**src/cau_pkg.sv**
```systemverilog
// ----------------------------------------------------------------------------
// cau_pkg
// Types and constants of the complex arithmetic unit.
// ----------------------------------------------------------------------------
`default_nettype none

package cau_pkg;

  localparam int WORD_BITS_DEF   = 32;
  localparam int FRAC_BITS_DEF   = 16;
  localparam int QUEUE_DEPTH_DEF = 2;
  localparam int OPCODE_W        = 3;
  localparam int STATUS_W        = 2;

  typedef enum logic [OPCODE_W-1:0] {
    OP_ADD  = 3'd0,
    OP_SUB  = 3'd1,
    OP_MUL  = 3'd2,
    OP_DIV  = 3'd3,
    OP_NEG  = 3'd4,
    OP_EQ   = 3'd5,
    OP_MAG  = 3'd6,
    OP_NONE = 3'd7
  } opcode_t;

  // Work class decided by the front end
  typedef enum logic [3:0] {
    CL_ADD,
    CL_SUB,
    CL_NEG,
    CL_EQ,
    CL_DIVZ,
    CL_NOP,
    CL_MUL,
    CL_DIV,
    CL_MAG
  } class_t;

  localparam int CLS_W = $bits(class_t);

  typedef enum logic [STATUS_W-1:0] {
    ST_OK   = 2'd0,
    ST_DIVZ = 2'd1,
    ST_SAT  = 2'd2
  } status_t;

  typedef enum logic [2:0] {
    BK_IDLE,
    BK_MULT,
    BK_COMB,
    BK_DIV,
    BK_SQRT,
    BK_FIN
  } bk_state_t;

endpackage

`default_nettype wire

```
**src/cau_if.sv**
```systemverilog
// ----------------------------------------------------------------------------
// cau_in_if / cau_out_if
// Valid/ready channels of the complex arithmetic unit.
// ----------------------------------------------------------------------------
`default_nettype none

interface cau_in_if #(parameter int W = cau_pkg::WORD_BITS_DEF) ();
  logic                           valid;
  logic                           ready;
  logic [cau_pkg::OPCODE_W-1:0]   opcode;
  logic signed [W-1:0]            a_re;
  logic signed [W-1:0]            a_im;
  logic signed [W-1:0]            b_re;
  logic signed [W-1:0]            b_im;

  modport source (output valid, opcode, a_re, a_im, b_re, b_im, input ready);
  modport sink   (input valid, opcode, a_re, a_im, b_re, b_im, output ready);
endinterface


`default_nettype wire

```
**src/cau_front.sv**
```systemverilog
// ----------------------------------------------------------------------------
// cau_front
// Takes input transactions, decodes the opcode into a work class and
// resolves the cheap tests (zero divisor, equality) before queueing.
// ----------------------------------------------------------------------------
`default_nettype none

module cau_front #(
  parameter int W  = cau_pkg::WORD_BITS_DEF,
  parameter int QW = cau_pkg::CLS_W + 1 + 4 * cau_pkg::WORD_BITS_DEF
) (
  cau_in_if.sink         in_ch,
  output logic           push_valid,
  input  logic           push_ready,
  output logic [QW-1:0]  push_data
);
  import cau_pkg::*;

  class_t cls;
  logic   b_zero;
  logic   eq;

  assign b_zero = (in_ch.b_re == '0) && (in_ch.b_im == '0);

  always_comb begin
    eq  = 1'b0;
    cls = CL_NOP;
    case (opcode_t'(in_ch.opcode))
      OP_ADD:  cls = CL_ADD;
      OP_SUB:  cls = CL_SUB;
      OP_MUL:  cls = CL_MUL;
      OP_DIV:  cls = b_zero ? CL_DIVZ : CL_DIV;
      OP_NEG:  cls = CL_NEG;
      OP_EQ: begin
        cls = CL_EQ;
        eq  = (in_ch.a_re == in_ch.b_re) && (in_ch.a_im == in_ch.b_im);
      end
      OP_MAG:  cls = CL_MAG;
      OP_NONE: cls = CL_NOP;
      default: cls = CL_NOP;
    endcase
  end

  assign push_valid  = in_ch.valid;
  assign in_ch.ready = push_ready;
  assign push_data   = {cls, eq, in_ch.a_re, in_ch.a_im, in_ch.b_re, in_ch.b_im};

endmodule

`default_nettype wire

```
**src/flat_wrapper.sv**
```systemverilog
// flat-port wrapper written by rule: the top's interface ports become plain ports
module cau_front_flat import cau_pkg::*;
#(
  parameter int W  = cau_pkg::WORD_BITS_DEF,
  parameter int QW = cau_pkg::CLS_W + 1 + 4 * cau_pkg::WORD_BITS_DEF
)
  (push_valid, push_ready, push_data, in_ch_valid, in_ch_opcode, in_ch_a_re, in_ch_a_im, in_ch_b_re, in_ch_b_im, in_ch_ready);
  cau_in_if #(.W(W)) in_ch_i ();
  output logic push_valid;
  input  logic push_ready;
  output logic [QW-1:0] push_data;
  input wire logic [$bits(in_ch_i.valid)-1:0] in_ch_valid;
  input wire logic [$bits(in_ch_i.opcode)-1:0] in_ch_opcode;
  input wire logic [$bits(in_ch_i.a_re)-1:0] in_ch_a_re;
  input wire logic [$bits(in_ch_i.a_im)-1:0] in_ch_a_im;
  input wire logic [$bits(in_ch_i.b_re)-1:0] in_ch_b_re;
  input wire logic [$bits(in_ch_i.b_im)-1:0] in_ch_b_im;
  output wire logic [$bits(in_ch_i.ready)-1:0] in_ch_ready;
  assign in_ch_i.valid = in_ch_valid;
  assign in_ch_i.opcode = in_ch_opcode;
  assign in_ch_i.a_re = in_ch_a_re;
  assign in_ch_i.a_im = in_ch_a_im;
  assign in_ch_i.b_re = in_ch_b_re;
  assign in_ch_i.b_im = in_ch_b_im;
  assign in_ch_ready = in_ch_i.ready;
  cau_front #(.W(W), .QW(QW)) u_core (.in_ch(in_ch_i), .push_valid(push_valid), .push_ready(push_ready), .push_data(push_data));
endmodule
```
**config.mk**
```make
export PLATFORM = sky130hd
export DESIGN_NAME = cau_front_flat
export DESIGN_NICKNAME = d
export VERILOG_FILES = /design/src/cau_pkg.sv /design/src/cau_if.sv /design/src/cau_front.sv /design/src/flat_wrapper.sv
export SDC_FILE = /design/constraint.sdc
export NUM_CORES = 1
export LEC_CHECK = 0
export BUFFER_PORTS_ARGS = -buffer_cell sky130_fd_sc_hd__buf_2
export CORE_AREA = 4 4 101 103
export DETAILED_ROUTE_END_ITERATION = 16
export DIE_AREA = 0 0 105 107
export GPL_TIMING_DRIVEN = 0
export PLACE_DENSITY = 0.66
export SLEW_MARGIN = 20
export SYNTH_ARGS = -nofsm -noshare
export SYNTH_HDL_FRONTEND = slang
export SYNTH_SLANG_ARGS = --single-unit
```
**constraint.sdc**
```tcl
create_clock -name vclk -period 1.5
set_clock_uncertainty 0.1 [all_clocks]
set_input_delay 0.075 -clock vclk [all_inputs]
set_output_delay 0.075 -clock vclk [all_outputs]
set_load 0.005 [all_outputs]
```
==> key figures <==
Outcome
  – Status: finished with violations
  – Failing checks: setup timing

Drt
  – DR iter-0 viols: 81
  – Vias per cell: 4.06
  – TritonRoute pass-1 iters: 4
  – Antenna Violating Nets Remaining: 0
  – Residual DRC: 0
  – Via count: 2,544
  – Total routed wirelength: approximately 9.9 mm
  – Routed length per instance: between 15 and 20 um

Yosys
  – Syn nets: 380
  – Synthesized area per cell: 7.57 um2
  – Synth Warn #: 0
  – Sequential-to-total area share from yosys stat: 0
  – Post-synthesis mux area share: 0
  – Area fraction in compound gates after synthesis: 0.0140
  – Largest family of logic cells by synthesized area: buffers and inverters
  – Adder-cell share of the synthesized area: 0
  – Simple-Gate Fraction of Synth Area: 0.155
  – Xor and xnor area share after synthesis: 0.300
  – Mapped cell area: 1870 um2
  – Netlist cell types: 13
  – Gate Count Post-Synth: 247

Global route
  – Total track usage: 0.159
  – Remaining global-route overflow: 0
  – Initial antenna violation count: 1
  – Number of global-route vias before repair: 2,668
  – First-pass GRT wire length: 14.2 mm
  – Largest net degree at the start of global routing: 6

Flow run
  – Max-cap violations: 0

Critical path
  – Largest stage delay, worst path: about 0.30 ns
  – Nature of the critical path startpoint: primary input
  – Arrival time at the worst endpoint: between 1 and 1.5 ns
  – CP Cell Sequence: buf_2 -> xnor2_1 -> nand4_1 -> nor4_1 -> nand3_1 -> nor4_2 -> buf_4 -> buf_6
  – CP Launch Point: in_ch_b_im[31]
  – CP max stage cell: nor4_1
  – Critical path class: primary input to output port
  – Worst setup EP type: output port
  – Crit-path max FO: 3
  – CP Data Required Time: 1.32 ns

Power and ir drop
  – Max VDD drop: roughly 0.1 mV
  – Power Density: 286 nW/um2
  – P_leak: 2.02 nW

Floorplanning
  – Starting density of the core: 0.203
  – Die W: 105 um
  – Num ports: 268
  – Row cnt: 35
  – Die footprint: about 11,000 um2
  – Die Span Y: 107 um
  – Core footprint: 9200 um2

Worst hold path
  – Min-delay src: push_ready
  – HP Class: primary input to output port

STA
  – Worst-Margin Slew: 0.282 ns
  – RSZ-0062 raised after global routing: yes
  – Tmin final: 1.65 ns
  – Fin crit share: 1.10
  – Fin Setup TNS: -0.329 ns
  – Final Max Tran Viols: 0
  – Hold slack: ~0.22 ns
  – Final WS setup: -0.154 ns
  – Slew HR: 0.810
  – Hold Violations, Final: 0
  – Final setup viols: 3
  – Fmax: slightly above 0.6 GHz

Placed design
  – Dpl ws: -0.518 ns
  – IO buf count: between 200 and 300
  – RD Place Congestion: 0.864
  – Cell Area, Placed: around 3300 um2
  – HPWL after DPL: 9.09 mm

Final layout
  – Share of layout cells above drive strength 1: 0.821
  – Register area: 0 um2
  – Synthesis-to-finish area growth: 95.3%
  – Design Area, Final: 3650 um2
  – Fillers: 962
  – Post-layout nets: 650
  – Finished Core Util: 0.397
  – Num sequential: 0
  – CLK BUF: 0
  – N_diodes: 0
cells in the final DEF (no fill, tap or decap):
cell type	count
a21o_1	1
buf_4	136
xnor2_2	9
nor4_2	8
xnor2_1	39
nor4_1	9
nor4_4	7
xor2_1	16
nand3_1	2
a211oi_1	1
a21oi_1	1
buf_8	3
a31oi_1	1
nand4_1	17
buf_2	252
nor3_1	2
inv_1	3
buf_6	8
cells in the mapped netlist:
| master | count | share of area |
|---|---|---|
| xor2_1 | 16 | 0.075 |
| nor4_1 | 22 | 0.074 |
| a31oi_1 | 1 | 0.0033 |
| nor3_1 | 2 | 0.0054 |
| nand4_1 | 17 | 0.057 |
| a21oi_1 | 1 | 0.0027 |
| nand3_1 | 2 | 0.0054 |
| inv_1 | 3 | 0.0060 |
| a211oi_1 | 1 | 0.0040 |
| xnor2_1 | 48 | 0.22 |
| buf_4 | 131 | 0.53 |
| nor4_2 | 2 | 0.013 |
| a21o_1 | 1 | 0.0040 |
critical path: cells and delay by family:
| kind | cells | cell delay (ns) |
|---|---|---|
| xor gates and xnor gates | 1 | 0.17 |
| and+or+nand+nor | 4 | 0.85 |
| buffers and inverters | 3 | 0.37 |
final cells by class:
cell class / count / area (um2) / share of cell area
multi-input combinational: 113 / 1090 / 0.297
buffer: 131 / 983 / 0.269
timing repair buffer: 268 / 1430 / 0.392
tap: 111 / 139 / 0.0380
inverter: 3 / 11.3 / 0.00308
stage by stage:
stage,std cells,power [mW]
2_1_floorplan,247,0.452
3_3_place_gp,624,0.970
3_5_place_dp,624,0.975
4_1_cts,626,1.05
5_1_grt,626,1.13
6_report,626,1.05
layer usage:
layer	vias to the layer above	wire length [um]	GRT usage	share of wire
met5	-	7	0	0.00071
met4	2	65	0.00843	0.0066
met3	4	797	0.0301	0.081
met2	145	5300	0.316	0.54
met1	1145	3690	0.182	0.37
li1	1248	-	-	-
final timing paths:
path	endpoint	depth (start not counted)	slack (ns)
max	push_data[128]	8	-0.15
min	in_ch_ready	2	0.22
timing repair:
item	4_1_cts	5_1_grt
resized for setup	40	15
pin swaps	22	6
setup endpoints to repair	3	3
hold buffers	0	0
setup buffers	2	0
cells by family (layout without fill, tap and decap cells):
group                  after synthesis  after routing
AND/OR/NAND/NOR                     45             45
AO/OA/AOI/OAI                        4              4
buffers and inverters              134            402
XOR/XNOR                            64             64
power breakdown:
part | switching, mW | total, mW | internal [mW]
Combinational | 0.432 | 1.05 | 0.613
Clock | 0 | 0 | 0
Sequential | 0 | 0 | 0
Total | 0.432 | 1.05 | 0.613
Power figures use the tool's default switching activity.
