<file path="src/cau_pkg.sv">
// ----------------------------------------------------------------------------
// cau_pkg
// Types and constants of the complex arithmetic unit.
// ----------------------------------------------------------------------------
`default_nettype none

package cau_pkg;

  localparam int WORD_BITS_DEF   = 32;
  localparam int FRAC_BITS_DEF   = 16;
  localparam int QUEUE_DEPTH_DEF = 2;
  localparam int OPCODE_W        = 3;
  localparam int STATUS_W        = 2;

  typedef enum logic [OPCODE_W-1:0] {
    OP_ADD  = 3'd0,
    OP_SUB  = 3'd1,
    OP_MUL  = 3'd2,
    OP_DIV  = 3'd3,
    OP_NEG  = 3'd4,
    OP_EQ   = 3'd5,
    OP_MAG  = 3'd6,
    OP_NONE = 3'd7
  } opcode_t;

  // Work class decided by the front end
  typedef enum logic [3:0] {
    CL_ADD,
    CL_SUB,
    CL_NEG,
    CL_EQ,
    CL_DIVZ,
    CL_NOP,
    CL_MUL,
    CL_DIV,
    CL_MAG
  } class_t;

  localparam int CLS_W = $bits(class_t);

  typedef enum logic [STATUS_W-1:0] {
    ST_OK   = 2'd0,
    ST_DIVZ = 2'd1,
    ST_SAT  = 2'd2
  } status_t;

  typedef enum logic [2:0] {
    BK_IDLE,
    BK_MULT,
    BK_COMB,
    BK_DIV,
    BK_SQRT,
    BK_FIN
  } bk_state_t;

endpackage

`default_nettype wire

</file>
<file path="src/cau_queue.sv">
// ----------------------------------------------------------------------------
// cau_queue
// Short register queue between front and back end.
// ----------------------------------------------------------------------------
`default_nettype none

module cau_queue #(
  parameter int DW    = 8,
  parameter int DEPTH = cau_pkg::QUEUE_DEPTH_DEF
) (
  input  logic          clk,
  input  logic          rst_n,
  input  logic          push_valid,
  output logic          push_ready,
  input  logic [DW-1:0] push_data,
  output logic          pop_valid,
  input  logic          pop_ready,
  output logic [DW-1:0] pop_data
);
  localparam int AW = (DEPTH > 1) ? $clog2(DEPTH) : 1;
  localparam int NW = $clog2(DEPTH + 1);

  logic [DW-1:0] mem_r [DEPTH];
  logic [AW-1:0] wr_ptr_r, wr_ptr_nxt;
  logic [AW-1:0] rd_ptr_r, rd_ptr_nxt;
  logic [NW-1:0] count_r, count_nxt;
  logic          do_push, do_pop;

  assign push_ready = (count_r != NW'(DEPTH));
  assign pop_valid  = (count_r != '0);
  assign pop_data   = mem_r[rd_ptr_r];
  assign do_push    = push_valid && push_ready;
  assign do_pop     = pop_valid && pop_ready;

  always_comb begin
    wr_ptr_nxt = wr_ptr_r;
    rd_ptr_nxt = rd_ptr_r;
    count_nxt  = count_r;
    if (do_push) begin
      wr_ptr_nxt = (wr_ptr_r == AW'(DEPTH - 1)) ? '0 : wr_ptr_r + 1'b1;
    end
    if (do_pop) begin
      rd_ptr_nxt = (rd_ptr_r == AW'(DEPTH - 1)) ? '0 : rd_ptr_r + 1'b1;
    end
    if (do_push && !do_pop) begin
      count_nxt = count_r + 1'b1;
    end else if (do_pop && !do_push) begin
      count_nxt = count_r - 1'b1;
    end
  end

  always_ff @(posedge clk) begin
    if (!rst_n) begin
      wr_ptr_r <= '0;
      rd_ptr_r <= '0;
      count_r  <= '0;
    end else begin
      wr_ptr_r <= wr_ptr_nxt;
      rd_ptr_r <= rd_ptr_nxt;
      count_r  <= count_nxt;
    end
  end

  always_ff @(posedge clk) begin
    if (do_push) begin
      mem_r[wr_ptr_r] <= push_data;
    end
  end

endmodule

`default_nettype wire

</file>
<file path="config.mk">
export PLATFORM = sky130hd
export DESIGN_NAME = cau_queue
export DESIGN_NICKNAME = d
export VERILOG_FILES = /design/src/cau_pkg.sv /design/src/cau_queue.sv
export SDC_FILE = /design/constraint.sdc
export NUM_CORES = 1
export LEC_CHECK = 0
export ABC_CLOCK_PERIOD_IN_PS = 1300
export BUFFER_PORTS_ARGS = -buffer_cell sky130_fd_sc_hd__buf_2
export CAP_MARGIN = 30
export CORE_MARGIN = 4
export CORE_UTILIZATION = 44
export DETAILED_ROUTE_END_ITERATION = 16
export PLACE_DENSITY = 0.7
export SYNTH_ARGS = -nofsm -noshare
export SYNTH_HDL_FRONTEND = slang
export SYNTH_SLANG_ARGS = --single-unit
</file>
<file path="constraint.sdc">
create_clock -name clk -period 1.3 [get_ports clk]
set_input_delay 0.26 -clock clk [delete_from_list [all_inputs] [get_ports clk]]
set_output_delay 0.26 -clock clk [all_outputs]
set_load 0.01 [all_outputs]
</file>
==> results of run 1 <==
==> worst max path at each step <==
| stage | from | to | slack [ns] | cells after the start |
|---|---|---|---|---|
| floorplan | count_r[0] | count_r[1] | -0.08 | 6 |
| global placement | count_r[1] | count_r[1] | -0.07 | 6 |
| detailed placement | count_r[1] | count_r[1] | -0.14 | 6 |
| CTS | flip-flop | pop_data[3] | -0.19 | 3 |
| global route | count_r[0] | count_r[1] | -0.25 | 6 |
| finish | flip-flop | pop_data[6] | -0.16 | 3 |
==> stage by stage <==
step / hold slack (ns) / setup slack [ns]
finish: 0.151 / -0.162
global route: 0.128 / -0.248
CTS: 0.133 / -0.186
detailed placement: 0.452 / -0.138
global placement: 0.448 / -0.0714
floorplan: 0.359 / -0.0804
==> layout make-up <==
class | count | area (um^2) | share of cell area
Tap cell | 25 | 31.3 | 0.0262
Clock buffer | 3 | 22.5 | 0.0188
Clock inverter | 1 | 5.00 | 0.00419
Inverter | 2 | 7.51 | 0.00628
Timing Repair Buffer | 32 | 270 | 0.226
Sequential cell | 21 | 587 | 0.491
Multi-Input combinational cell | 26 | 272 | 0.227
==> cell families after synthesis <==
group / after synthesis / synth area share
xor+xnor: 3 / 0.0325
mux: 8 / 0.111
simple gates: 9 / 0.0711
buf+inv: 3 / 0.0155
fa+ha+maj: 1 / 0.0155
flops: 21 / 0.717
compound gates: 5 / 0.0371
==> per-layer routing <==
| metal | vias up | share of wire |
|---|---|---|
| met2 | 14 | 0.53 |
| met1 | 229 | 0.38 |
| met4 | 0 | 0.0090 |
| met5 | - | 0 |
| li1 | 253 | - |
| met3 | 2 | 0.085 |
==> worst max-delay path: cells and delay by family, from the launching register on <==
family | cells | cell delay [ns]
buf+inv | 2 | 0.25
flops | 1 | 0.36
mux | 1 | 0.31
==> report_power, final <==
group / switching [mW] / total (mW) / internal [mW]
Sequential: 0.0753 / 0.941 / 0.865
Combinational: 0.373 / 1.02 / 0.646
Clock: 0.181 / 0.295 / 0.114
Total: 0.629 / 2.25 / 1.63
==> cell usage in the layout (no fill, tap or decap), drive strengths merged <==
| cell | synthesis | routed |
|---|---|---|
| mux2 | 8 | 8 |
| and2 | 1 | 1 |
| clkinv | 0 | 1 |
| or2 | 1 | 1 |
| clkbuf | 0 | 3 |
| xor2 | 3 | 3 |
| or3 | 1 | 1 |
| a21oi | 2 | 2 |
| nor2 | 3 | 3 |
| ha | 1 | 1 |
| edfxtp | 16 | 16 |
| inv | 2 | 2 |
| nand3b | 1 | 1 |
| nand2b | 1 | 1 |
| and3 | 1 | 1 |
| buf | 1 | 32 |
| o21ai | 2 | 2 |
| a21bo | 1 | 1 |
| dfxtp | 5 | 5 |
==> registers in the layout, summed over array words and instances, names as in the netlist, named ones only <==
name / count
rd_ptr_r: 1
wr_ptr_r: 1
count_r: 2
mem_r: 16
==> timing repair <==
item                       CTS  global route
setup buffers                2             0
pin swaps                    1             1
setup endpoints to repair   11            11
gates resized for setup     24             1
==> impl_metrics.json, run 1 <==
{
  "status": "finished, violations left",
  "violations": "negative setup slack",
  "place_congestion": 0.688,
  "cap_violations": 0,
  "routedWlPerCell_um": 12.1,
  "final_cell_area_um2": 1190,
  "fmax_mhz": 684,
  "yosysMostFrequentCell": "edfxtp_1",
  "grt_use_met2": 0.204,
  "worst_pin_slew_ns": 0.261,
  "min_period_ns": 1.46,
  "rr_startpoint": "count_r[0]",
  "cts_max_path_buffers": 2,
  "cts_tree": "built",
  "min_path_type": "input pin to flip-flop",
  "row_count": 15,
  "grt_max_degree": 13,
  "synth_seq_area_share": 0.717,
  "grt_pass1_vias": 521,
  "ys_types": 17,
  "numCtsBuffers": 3,
  "max-vdd-ir-drop_mv": 1.30,
  "power.leakage_nw": 0.505,
  "synth_top_cell_by_area": "edfxtp_1",
  "finalSetupTns_ns": -1.49,
  "worst-r2r-cell-count": 6,
  "worstHoldStart": "push_data[0]",
  "fillers": 141,
  "syn_to_final_growth_pct": 47.6,
  "via_per_inst": 4.53,
  "finalCritPeriodShare": 1.12,
  "power.total_mw": 2.25,
  "critPathLaunchType": "flip-flop",
  "cts_hold_buffers": 0,
  "finish.utilization": 0.692,
  "hold_path_depth": 1,
  "htree_levels": 1,
  "vias": 498,
  "worstSetupEndpointType": "primary output",
  "final_antenna_net_count": 0,
  "synth_top_area_frac": 0.594,
  "start_util": 0.469,
  "syn-mean-instance-area_um2": 16.2,
  "gr-usage-all-layers": 0.114,
  "timing_worst_setup_path_type": "flip-flop to primary output",
  "met1_usage": 0.130,
  "cp_cell_sequence": "buf_12, mux2_4, buf_6",
  "core_um2": 1730,
  "rrSetupSlack_ns": -0.15,
  "drive_above_1_share": 0.635,
  "n_antenna_cell": 0,
  "reg2reg_to": "count_r[1]",
  "synth_commonest_cells": "edfxtp_1 (16), mux2_2 (8), dfxtp_1 (5)",
  "drt-initial-drc-count": 2,
  "clock_sinks": 21,
  "die_area_um2": 2590,
  "antenna_found_initial": 0,
  "synth_flop_cell": "edfxtp_1",
  "die_x_um": 50.9,
  "drc_errors": 0,
  "path_clk_slew_ns": 0.11,
  "setup_viol": 10,
  "crit_arrival_ns": 1.20,
  "post-dp-hpwl_um": 977,
  "setup_ws_ns": -0.162,
  "overflow": 0,
  "worstPathMaxFanout": 8,
  "clkLatencyLatePin_ns": 0.29,
  "p_per_area_nw_per_um2": 1890,
  "placed_cell_area_um2": 1040,
  "synth-seq-cells": 21,
  "grt_pass1_wl_um": 2190,
  "busiest_layer": "met2",
  "drv_slew": 0,
  "firstDrtPassIters": 2,
  "dp.cells": 104,
  "final_cells": 110,
  "critPathSlowestCell": "dfxtp_2",
  "drt_wl_total_um": 1340,
  "maxSlewHeadroom": 0.824,
  "die_y_um": 50.9,
  "syn_inst": 50,
  "max_stage_delay_ns": 0.36,
  "postSynth.asyncResetShare": 0,
  "whs_endpoint": "mem_r[1][0]",
  "rsz0062_at_grt": "yes",
  "yosysWarningCount": 0,
  "netlist_top_cells_area": "edfxtp_1 (59%), dfxtp_1 (12%), mux2_2 (11%)",
  "crit_required_ns": 1.04,
  "ctsRootBufferMaster": "clkbuf_4",
  "use_met3": 0.0408,
  "numPortBuffers": 21,
  "final_hold_viol_count": 0,
  "synth_edf_count": 16,
  "finClkSkew_ns": 0.00517,
  "synthesis.nets": 63,
  "fin_nets": 99,
  "ioPinCount": 22,
  "netlist_area_um2": 810
}
Power figures use the tool's default switching activity.
==> inputs of run 2 (changes only) <==
PLACE_DENSITY = 0.78   (was 0.7)
==> run 2 against run 1 <==
The run still ends with negative setup slack left. Cell count is 0.91% higher. Wire length rose by 22%. Power grew 6.8%. Critical endpoint is now count_r[1]. Final area increased by 2.5%. Highest routed layer unchanged.
==> impl_metrics.json, run 2 (synthesis results as in run 1) <==
{
  "power.leakage_nw": 0.513,
  "final_cells": 111,
  "start_util": 0.469,
  "max-vdd-ir-drop_mv": 1.23,
  "die_y_um": 50.9,
  "grt_pass1_wl_um": 2350,
  "gr-usage-all-layers": 0.128,
  "worstHoldStart": "push_data[3]",
  "numCtsBuffers": 3,
  "htree_levels": 1,
  "crit_buf_inv": 0,
  "grt_pass1_vias": 566,
  "place_congestion": 0.657,
  "cts_tree": "built",
  "overflow": 0,
  "status": "finished, violations left",
  "maxSlewHeadroom": 0.835,
  "setup_viol": 12,
  "numPortBuffers": 21,
  "max_stage_delay_ns": 0.38,
  "drt_wl_total_um": 1630,
  "syn_to_final_growth_pct": 51.3,
  "p_per_area_nw_per_um2": 1970,
  "finClkSkew_ns": 0.00310,
  "ioPinCount": 22,
  "drive_above_1_share": 0.651,
  "clkLatencyLatePin_ns": 0.30,
  "largest_reg_flops": 16,
  "pre_cts_ws_ns": -0.148,
  "worst_pin_slew_ns": 0.244,
  "antenna_found_initial": 0,
  "final_cell_mix": "edfxtp_1 (16), buf_6 (15), buf_2 (11), mux2_4 (8), buf_4 (6)",
  "worstSetupEndpointType": "flip-flop",
  "dp.cells": 106,
  "cp_cell_sequence": "nand2b_4, and2_4, ha_4, xor2_2, or3_4, a21oi_2",
  "drv_slew": 0,
  "critPathSlowestCell": "dfxtp_4",
  "cts_max_path_buffers": 2,
  "fmax_mhz": 670,
  "die_area_um2": 2590,
  "vias": 517,
  "drt-initial-drc-count": 4,
  "critPathLaunchType": "flip-flop",
  "finalSetupTns_ns": -1.57,
  "placed_cell_area_um2": 1060,
  "worstPathMaxFanout": 4,
  "setup_ws_ns": -0.192,
  "final_cell_area_um2": 1220,
  "routedWlPerCell_um": 14.7,
  "final_hold_viol_count": 0,
  "rsz0062_at_grt": "yes",
  "finish.utilization": 0.709,
  "die_x_um": 50.9,
  "firstDrtPassIters": 4,
  "largest_register": "mem_r",
  "fin_nets": 100,
  "violations": "negative setup slack",
  "cap_violations": 0,
  "timing_worst_setup_path_type": "flip-flop to flip-flop",
  "crit_arrival_ns": 1.73,
  "grt_max_degree": 12,
  "min_period_ns": 1.49,
  "power.total_mw": 2.41,
  "rr_startpoint": "count_r[0]",
  "crit_required_ns": 1.54,
  "finalCritPeriodShare": 1.15,
  "row_count": 15,
  "final_common_cell": "edfxtp_1",
  "cpLargestDelayFamily": "simple AND/OR/NAND/NOR gates",
  "clock_sinks": 21,
  "post-dp-hpwl_um": 1050,
  "path_clk_slew_ns": 0.11,
  "final_antenna_net_count": 0,
  "n_antenna_cell": 0,
  "drc_errors": 0,
  "via_per_inst": 4.66,
  "ctsRootBufferMaster": "clkbuf_4",
  "min_path_type": "input pin to flip-flop",
  "crit_start": "count_r[0]",
  "core_um2": 1730,
  "reg_top3": "mem_r x16, count_r x2",
  "hold_slack_ns": 0.141
}
==> run 2: cell count changes in the layout (fill, tap and decap cells not counted) <==
cell and change:
or3_1 -1, clkbuf_1 +1, or3_4 +1, buf_4 -2, clkinv_2 -1, xor2_1 -1, buf_6 +3, xor2_2 +1
==> run 2: final timing paths <==
kind | end | cells past startpoint | slack [ns]
worst max-delay path | count_r[1] | 6 | -0.19
worst min-delay path | mem_r[1][3] | 1 | 0.14
worst max register to register | count_r[1] | 6 | -0.19
worst min register to register | rd_ptr_r | 2 | 0.54
==> run 2: report_power, final <==
part	leakage [nW]	total [mW]	internal, mW	switching, mW
registers	0.192	0.941	0.865	0.0759
clock network	0.0150	0.307	0.119	0.188
logic	0.306	1.16	0.724	0.435
==> run 2: layout make-up <==
class / count / area [um^2]
tap: 25 / 31.3
clock buffer: 4 / 26.3
sequential: 21 / 587
multi-input combinational: 26 / 284
inverter: 2 / 7.51
timing repair buffer: 33 / 289
fill: 127 / 502
==> run 2: timing repair <==
item	in CTS	in global routing
hold buffers	0	0
pin swaps	2	3
cloned	0	0
setup buffers	1	1
gates resized for setup	27	4
setup endpoints to repair	12	12
==> run 2: routing by layer <==
layer	up-vias	routed length [um]	share of wire	global-route usage
li1	253	-	-	-
met1	246	607	0.37	0.128
met2	16	894	0.55	0.241
met3	2	94	0.058	0.0379
met4	0	35	0.021	0.0538
met5	-	0	0	0
==> run 2: worst register-to-register path: stages (launching register included) <==
cell      delay, ns
dfxtp_4        0.38
nand2b_4       0.14
and2_4         0.14
ha_4           0.16
xor2_2         0.15
or3_4          0.35
a21oi_2        0.12
